==> config.mk <==
export PLATFORM = sky130hd
export DESIGN_NAME = joystick_jog_servo_slew
export DESIGN_NICKNAME = d
export VERILOG_FILES = /design/src/rtl/jjss_pkg.sv /design/src/rtl/joystick_jog_servo_slew.sv /design/src/rtl/jjss_jog_lane.sv /design/src/rtl/jjss_joint_lane.sv
export SDC_FILE = /design/constraint.sdc
export NUM_CORES = 1
export LEC_CHECK = 0
export ABC_AREA = 1
export BUFFER_PORTS_ARGS = -buffer_cell sky130_fd_sc_hd__buf_2
export CELL_PAD_IN_SITES_DETAIL_PLACEMENT = 1
export CELL_PAD_IN_SITES_GLOBAL_PLACEMENT = 2
export CORE_AREA = 5 5 261 263
export DETAILED_ROUTE_END_ITERATION = 12
export DIE_AREA = 0 0 266 268
export PLACE_DENSITY_LB_ADDON = 0.05
export SYNTH_ARGS = -nofsm -noshare
export SYNTH_HDL_FRONTEND = slang
export SYNTH_SLANG_ARGS = --single-unit
export TNS_END_PERCENT = 100
==> constraint.sdc <==
create_clock -name clock -period 12.05 [get_ports clock]
set_clock_uncertainty 0.2 [all_clocks]
set_input_delay 1.205 -clock clock [delete_from_list [all_inputs] [get_ports clock]]
set_output_delay 1.205 -clock clock [all_outputs]
set_load 0.005 [all_outputs]
==> src/rtl/jjss_pkg.sv <==
package jjss_pkg;

   localparam int JOINT_COUNT = 6;
   localparam int AXIS_COUNT  = 4;
   localparam int AXIS_W      = 10;
   localparam int ANGLE_W     = 8;

   localparam logic [ANGLE_W-1:0] ANGLE_MAX  = 8'd180;
   localparam logic [ANGLE_W-1:0] ANGLE_REST = 8'd90;

   // register reset values
   localparam logic [9:0] CENTER_RESET = 10'd511;
   localparam logic [8:0] DEAD_RESET   = 9'd70;
   localparam logic [8:0] FAST_RESET   = 9'd350;
   localparam logic [7:0] STEP_RESET   = 8'd3;

   // register indexes
   localparam logic [1:0] REG_STICK_CENTER = 2'd0;
   localparam logic [1:0] REG_DEAD_BAND    = 2'd1;
   localparam logic [1:0] REG_FAST_OFFSET  = 2'd2;
   localparam logic [1:0] REG_SLEW_STEP    = 2'd3;

   typedef logic signed [2:0] jog_type;

   localparam jog_type JOG_NEG2 = -3'sd2;
   localparam jog_type JOG_NEG1 = -3'sd1;
   localparam jog_type JOG_ZERO = 3'sd0;
   localparam jog_type JOG_POS1 = 3'sd1;
   localparam jog_type JOG_POS2 = 3'sd2;

   typedef struct packed {
      logic [9:0] center;
      logic [8:0] dead;
      logic [8:0] fast;
   } thresh_type;

endpackage

==> src/rtl/joystick_jog_servo_slew.sv <==
// channel   | direction | tdata fields (lsb up)                         | tuser
// ----------+-----------+-----------------------------------------------+------------
// req_      | in        | axis_y1, axis_x1, axis_y2, axis_x2 (10b each) | pair_select
// rsp_      | out       | joint1_angle .. joint6_angle (8b each)        | -
// csr_      | in        | write only: csr_index selects, csr_wdata data | -
//
// one tick transaction per cycle while req_tready is high; its result is in the
// output register in the cycle after acceptance. jog classification, goal clamp
// and slew all settle in the accept cycle across four axis lanes and six joint lanes.
// reset (synchronous) restores registers to 511/70/350/3 and all angles to 90.
// req_tready drops only while a result waits and rsp_tready is low.
module joystick_jog_servo_slew import jjss_pkg::*; (
   input  logic                          clock,
   input  logic                          reset,
   input  logic                          req_tvalid,
   output logic                          req_tready,
   input  logic [AXIS_COUNT*AXIS_W-1:0]  req_tdata,  // axis_y1, axis_x1, axis_y2, axis_x2
   input  logic                          req_tuser,  // pair_select
   output logic                          rsp_tvalid,
   input  logic                          rsp_tready,
   output logic [JOINT_COUNT*ANGLE_W-1:0] rsp_tdata, // joint1_angle .. joint6_angle
   input  logic                          csr_we,
   input  logic [1:0]                    csr_index,
   input  logic [9:0]                    csr_wdata
);

   // configuration registers
   logic [9:0] center_ff;
   logic [8:0] dead_ff;
   logic [8:0] fast_ff;
   logic [7:0] step_ff;

   always_ff @(posedge clock) begin
      if (reset) begin
         center_ff <= CENTER_RESET;
         dead_ff   <= DEAD_RESET;
         fast_ff   <= FAST_RESET;
         step_ff   <= STEP_RESET;
      end else if (csr_we) begin
         case (csr_index)
            REG_STICK_CENTER: center_ff <= csr_wdata;
            REG_DEAD_BAND:    dead_ff   <= csr_wdata[8:0];
            REG_FAST_OFFSET:  fast_ff   <= csr_wdata[8:0];
            REG_SLEW_STEP:    step_ff   <= csr_wdata[7:0];
            default: ;
         endcase
      end
   end

   thresh_type thresh;
   assign thresh = '{center: center_ff, dead: dead_ff, fast: fast_ff};

   // handshake: output register parts the two sides
   logic accept;
   logic rsp_valid_ff;
   logic rsp_valid_in;

   assign req_tready   = !rsp_valid_ff || rsp_tready;
   assign accept       = req_tvalid && req_tready;
   assign rsp_valid_in = accept || (rsp_valid_ff && !rsp_tready);

   // axis lanes
   jog_type axis_jog [AXIS_COUNT];

   for (genvar a = 0; a < AXIS_COUNT; a++) begin : g_axis
      jjss_jog_lane u_jog (
         .axis   (req_tdata[a*AXIS_W +: AXIS_W]),
         .thresh (thresh),
         .jog    (axis_jog[a])
      );
   end

   // route the second stick to joints 3-4 or 5-6
   jog_type joint_jog [JOINT_COUNT];

   always_comb begin
      joint_jog[0] = axis_jog[0];
      joint_jog[1] = axis_jog[1];
      joint_jog[2] = req_tuser ? JOG_ZERO : axis_jog[2];
      joint_jog[3] = req_tuser ? JOG_ZERO : axis_jog[3];
      joint_jog[4] = req_tuser ? axis_jog[2] : JOG_ZERO;
      joint_jog[5] = req_tuser ? axis_jog[3] : JOG_ZERO;
   end

   // joint lanes and angle state
   logic [ANGLE_W-1:0] goal_ff    [JOINT_COUNT];
   logic [ANGLE_W-1:0] present_ff [JOINT_COUNT];
   logic [ANGLE_W-1:0] goal_in    [JOINT_COUNT];
   logic [ANGLE_W-1:0] present_in [JOINT_COUNT];

   for (genvar j = 0; j < JOINT_COUNT; j++) begin : g_joint
      jjss_joint_lane u_joint (
         .goal         (goal_ff[j]),
         .present      (present_ff[j]),
         .jog          (joint_jog[j]),
         .step         (step_ff),
         .goal_next    (goal_in[j]),
         .present_next (present_in[j])
      );

      always_ff @(posedge clock) begin
         if (reset) begin
            goal_ff[j]    <= ANGLE_REST;
            present_ff[j] <= ANGLE_REST;
         end else if (accept) begin
            goal_ff[j]    <= goal_in[j];
            present_ff[j] <= present_in[j];
         end
      end
   end

   // merge the lanes into one result word
   logic [JOINT_COUNT*ANGLE_W-1:0] rsp_data_in;
   logic [JOINT_COUNT*ANGLE_W-1:0] rsp_data_ff;

   always_comb begin
      for (int j = 0; j < JOINT_COUNT; j++) begin
         rsp_data_in[j*ANGLE_W +: ANGLE_W] = present_in[j];
      end
   end

   always_ff @(posedge clock) begin
      if (reset) begin
         rsp_valid_ff <= 1'b0;
      end else begin
         rsp_valid_ff <= rsp_valid_in;
      end
   end

   always_ff @(posedge clock) begin
      if (accept) begin
         rsp_data_ff <= rsp_data_in;
      end
   end

   assign rsp_tvalid = rsp_valid_ff;
   assign rsp_tdata  = rsp_data_ff;

endmodule

==> src/rtl/jjss_jog_lane.sv <==
module jjss_jog_lane import jjss_pkg::*; (
   input  logic [AXIS_W-1:0] axis,
   input  thresh_type        thresh,
   output jog_type           jog
);

   logic [AXIS_W:0] axis_ext;
   logic [AXIS_W:0] center_ext;
   logic [AXIS_W:0] up_dead;
   logic [AXIS_W:0] up_fast;
   logic [AXIS_W:0] dn_dead;
   logic [AXIS_W:0] dn_fast;

   // lower tests written as axis + offset < center to stay unsigned
   assign axis_ext   = {1'b0, axis};
   assign center_ext = {1'b0, thresh.center};
   assign up_dead    = center_ext + {2'b00, thresh.dead};
   assign up_fast    = center_ext + {2'b00, thresh.fast};
   assign dn_dead    = axis_ext + {2'b00, thresh.dead};
   assign dn_fast    = axis_ext + {2'b00, thresh.fast};

   always_comb begin
      if (axis_ext > up_dead) begin
         jog = (axis_ext > up_fast) ? JOG_POS2 : JOG_POS1;
      end else if (dn_dead < center_ext) begin
         jog = (dn_fast < center_ext) ? JOG_NEG2 : JOG_NEG1;
      end else begin
         jog = JOG_ZERO;
      end
   end

endmodule

==> src/rtl/jjss_joint_lane.sv <==
module jjss_joint_lane import jjss_pkg::*; (
   input  logic [ANGLE_W-1:0] goal,
   input  logic [ANGLE_W-1:0] present,
   input  jog_type            jog,
   input  logic [7:0]         step,
   output logic [ANGLE_W-1:0] goal_next,
   output logic [ANGLE_W-1:0] present_next
);

   logic signed [ANGLE_W+1:0] goal_sum;
   logic [ANGLE_W-1:0]        delta;
   logic [ANGLE_W-1:0]        move;

   assign goal_sum = $signed({2'b00, goal}) + (ANGLE_W+2)'(jog);

   always_comb begin
      if (goal_sum < 0) begin
         goal_next = '0;
      end else if (goal_sum > $signed({2'b00, ANGLE_MAX})) begin
         goal_next = ANGLE_MAX;
      end else begin
         goal_next = goal_sum[ANGLE_W-1:0];
      end
   end

   // step limited to the remaining distance, no overshoot
   always_comb begin
      delta = (goal_next > present) ? (goal_next - present) : (present - goal_next);
      move  = (delta < step) ? delta : step;
      if (goal_next > present) begin
         present_next = present + move;
      end else begin
         present_next = present - move;
      end
   end

endmodule

==> results.txt <==
----------------------------------------------------
[Route]
  Highest routed metal layer ... met4
  Initial DRT Pass Iterations ... 5
  Routed length on met1 ... about 41 mm
  Total DRC errors in the routed layout ... 0
  Wire length per cell after detailed routing ... 19.7 µm
  Via density per instance ... ~5.2
  Final ANT Viol Nets ... 0
  Vias post-DR ... 22900
  Total length of routed wires ... 86.6 mm
  Met3 wire length ... between 2 and 2.5 mm
  Wire length on met2 ... 41.1 mm
  DRT iter0 DRCs ... 1198

[Setup path]
  Worst stage delay on the critical path ... 0.60 ns
  Kind of capture point of the worst setup path ... register
  Cell type with the highest occurrence count on the critical path ... nand2_1
  Crit start category ... register
  Worst Setup Path Type ... reg -> reg
  Arrival time at the worst endpoint ... 11.19 ns
  Worst-path cell with the longest stage delay ... nor3b_1
  Required time at the worst-slack endpoint ... about 12 ns
  Highest fanout seen on the critical path ... 10

[CTS]
  Clock tree sinks ... 181
  Clock root cell ... clkbuf_16
  Clock Latency Late Sink ... approximately 0.5 ns
  Clock buffer depth ... 2
  Post-CTS clock slew at the launch and capture registers of the worst setup and hold paths ... approximately 0.080 ns
  Clock tree from TritonCTS ... done
  Maximum level of the CTS H-tree ... 4
  Total clock buffers created by CTS ... 17

[Synth]
  Number of synthesized flops with an enable pin ... 144
  Post-synthesis sequential element count ... 181
  Unique masters post-synth ... 51
  Multiplexer share of the synthesized area ... 0
  Largest cells by area after synthesis ... ha_1 23%, edfxtp_1 18%, nand2_1 11%
  Adder-cell area share of the yosys netlist ... 0.257
  Post-synthesis instance area ... 24600 µm²
  Share of the synthesized area in the top cell type ... 0.229
  Most repeated cell in the gate-level netlist after synthesis ... nand2_1
  Syn_area_per_cell ... 7.27 µm²
  Main combinational cell family by area after synthesis ... adder cells
  Post-synth ARST share ... 0
  Basic-gate share of the synthesized area counting and, or, nand and nor cells ... 0.214
  Library cell with the largest summed area after synthesis ... ha_1
  Synth warn ... 0
  Xor/xnor share of the synthesized area ... 0.0843
  Commonest register cell after synthesis ... edfxtp_1
  Syn nets ... 3936
  Complex-gate fraction of the synthesized area ... 0.143
  Seq/Total Area, Yosys ... 0.206
  Mapped Cells ... around 3400
  Synth top cells by count ... 722 x nand2_1, 560 x inv_1, 452 x ha_1

[Outcome]
  Result of the run ... finished, final reports clean

[Layout]
  Register area ... around 5100 µm²
  Growth of design area from synthesis to finish ... 10.1%
  Nets@finish ... 4054
  Final design utilization ... 0.415
  Post-layout instance area ... around 27000 µm²
  Combined area of the multi-input logic cells ... 17400 µm²
  Fillcell total ... 8312
  Proportion of layout cells with a drive suffix above 1 ... 0.0843

[Timing]
  Final setup TNS ... 0 ns
  Hold Fails Final Rpt ... 0
  Number of slew-limit violations in the final report ... 0
  Setup-failing EPs final ... 0
  Final worst path period need ... about 11 ns
  Measured slew at the worst slew-check pin ... about 1.1 ns
  Worst hold slack ... 0.328 ns
  Period utilization ... 0.927
  Relative max-transition margin ... 0.293
  Timing-limited maximum frequency ... about 90 MHz

[Floorplanning]
  Area inside the core boundary ... 65400 µm²
  I/O pin count ... 108
  DIE AREA ... 71300 µm²
  Floorplan die height ... between 200 and 300 µm
  Initial Utilization ... 0.377
  Die width ... 266 µm
  Number of placement rows ... 94

[GRT]
  Leftover overflow at the end of global routing ... 0
  Vias in the first global route ... roughly 24000
  Pin count of the biggest net entering global routing ... 63
  Wire length of the first global-routing pass ... approximately 130 mm
  Initial antenna violation count ... 0
  Aggregate global-route resource usage ... 0.239

[Min path]
  Path class of the lowest-slack min-delay path ... reg -> reg

[Placed design]
  Port buffer count ... 107
  Post-detailed-placement cell area ... 26300 µm²
  HPWL after detailed placement ... 70.7 mm
  Weighted congestion reported at the end of routability-driven placement ... 0.895

[Run]
  Maximum capacitance violations ... 0

----------------------------------------------------
-- cells in the final DEF (no fill, tap or decap), drive strengths merged, types with 34 or more instances in the layout --
cell / synthesis / routed
edfxtp: 144 / 144
xor2: 172 / 172
nor3: 38 / 38
dfxtp: 37 / 37
inv: 567 / 572
nand4: 52 / 52
a21oi: 289 / 289
nand2: 741 / 741
xnor2: 61 / 61
fa: 34 / 34
ha: 452 / 452
nand3: 171 / 171
o21ai: 206 / 206
buf: 25 / 147
nor2: 208 / 208
-- layout make-up --
type / count / share of cell area
Sequential cell: 181 / 0.187
Tap cell: 864 / 0.0398
Multi-Input combinational cell: 2593 / 0.641
Clock inverter: 14 / 0.00627
Clock buffer: 18 / 0.0158
Timing Repair Buffer: 147 / 0.0308
Inverter: 570 / 0.0791
Antenna cell: 1 / 0.0000922
-- cell families after synthesis --
family,Yosys count
AND/OR/NAND/NOR,1244
AO/OA/AOI/OAI,630
buffers and inverters,618
adder cells (fa/ha/maj),486
XOR/XNOR,233
flip-flops,181
-- per-stage QoR --
stage | std cells | setup slack [ns]
after CTS | 4377 | 0.165
after floorplan | 3392 | 1.67
after global placement | 4345 | 0.0575
final | 4388 | 0.883
after global routing | 4387 | -0.0162
after detailed placement | 4345 | -0.165
-- sequential cells by signal, indices dropped and copies added (netlist names) --
signal	flops
goal_ff	48
present_ff	48
dead_ff	9
fast_ff	9
center_ff	10
rsp_tvalid	1
rsp_tdata	48
step_ff	8
-- critical path: cells and delay by family, from the launching register on --
kind                     cells  cell delay, ns
AO/OA/AOI/OAI               12            2.36
XOR/XNOR                     5            1.20
adder cells (fa/ha/maj)      8            2.75
buffers and inverters        4            0.25
flip-flops                   1            0.47
AND/OR/NAND/NOR             31            3.65
-- routing by layer --
metal	global-route usage	up-vias
li1	-	11500
met1	0.314	11000
met2	0.418	305
met3	0.0323	93
met4	0.0609	0
met5	0	-
-- repair_timing --
item / in CTS / in global routing
setup buffers: 0 / 10
resized for setup: 0 / 64
endpoints found under the setup margin: 0 / 24
hold buffers: 0 / 0
-- path summary, 6_finish.rpt --
path               from               end  slack, ns  cells past startpoint
max          dead_ff[0]  present_ff[4][7]       0.88                     60
min          rsp_tvalid        rsp_tvalid       0.33                      2
min reg2reg  rsp_tvalid        rsp_tvalid       0.33                      2
max reg2reg  dead_ff[0]  present_ff[4][7]       0.88                     60
Power is not shown: default switching activity piles up to over one toggle a cycle in this logic, so the estimate is an artifact.
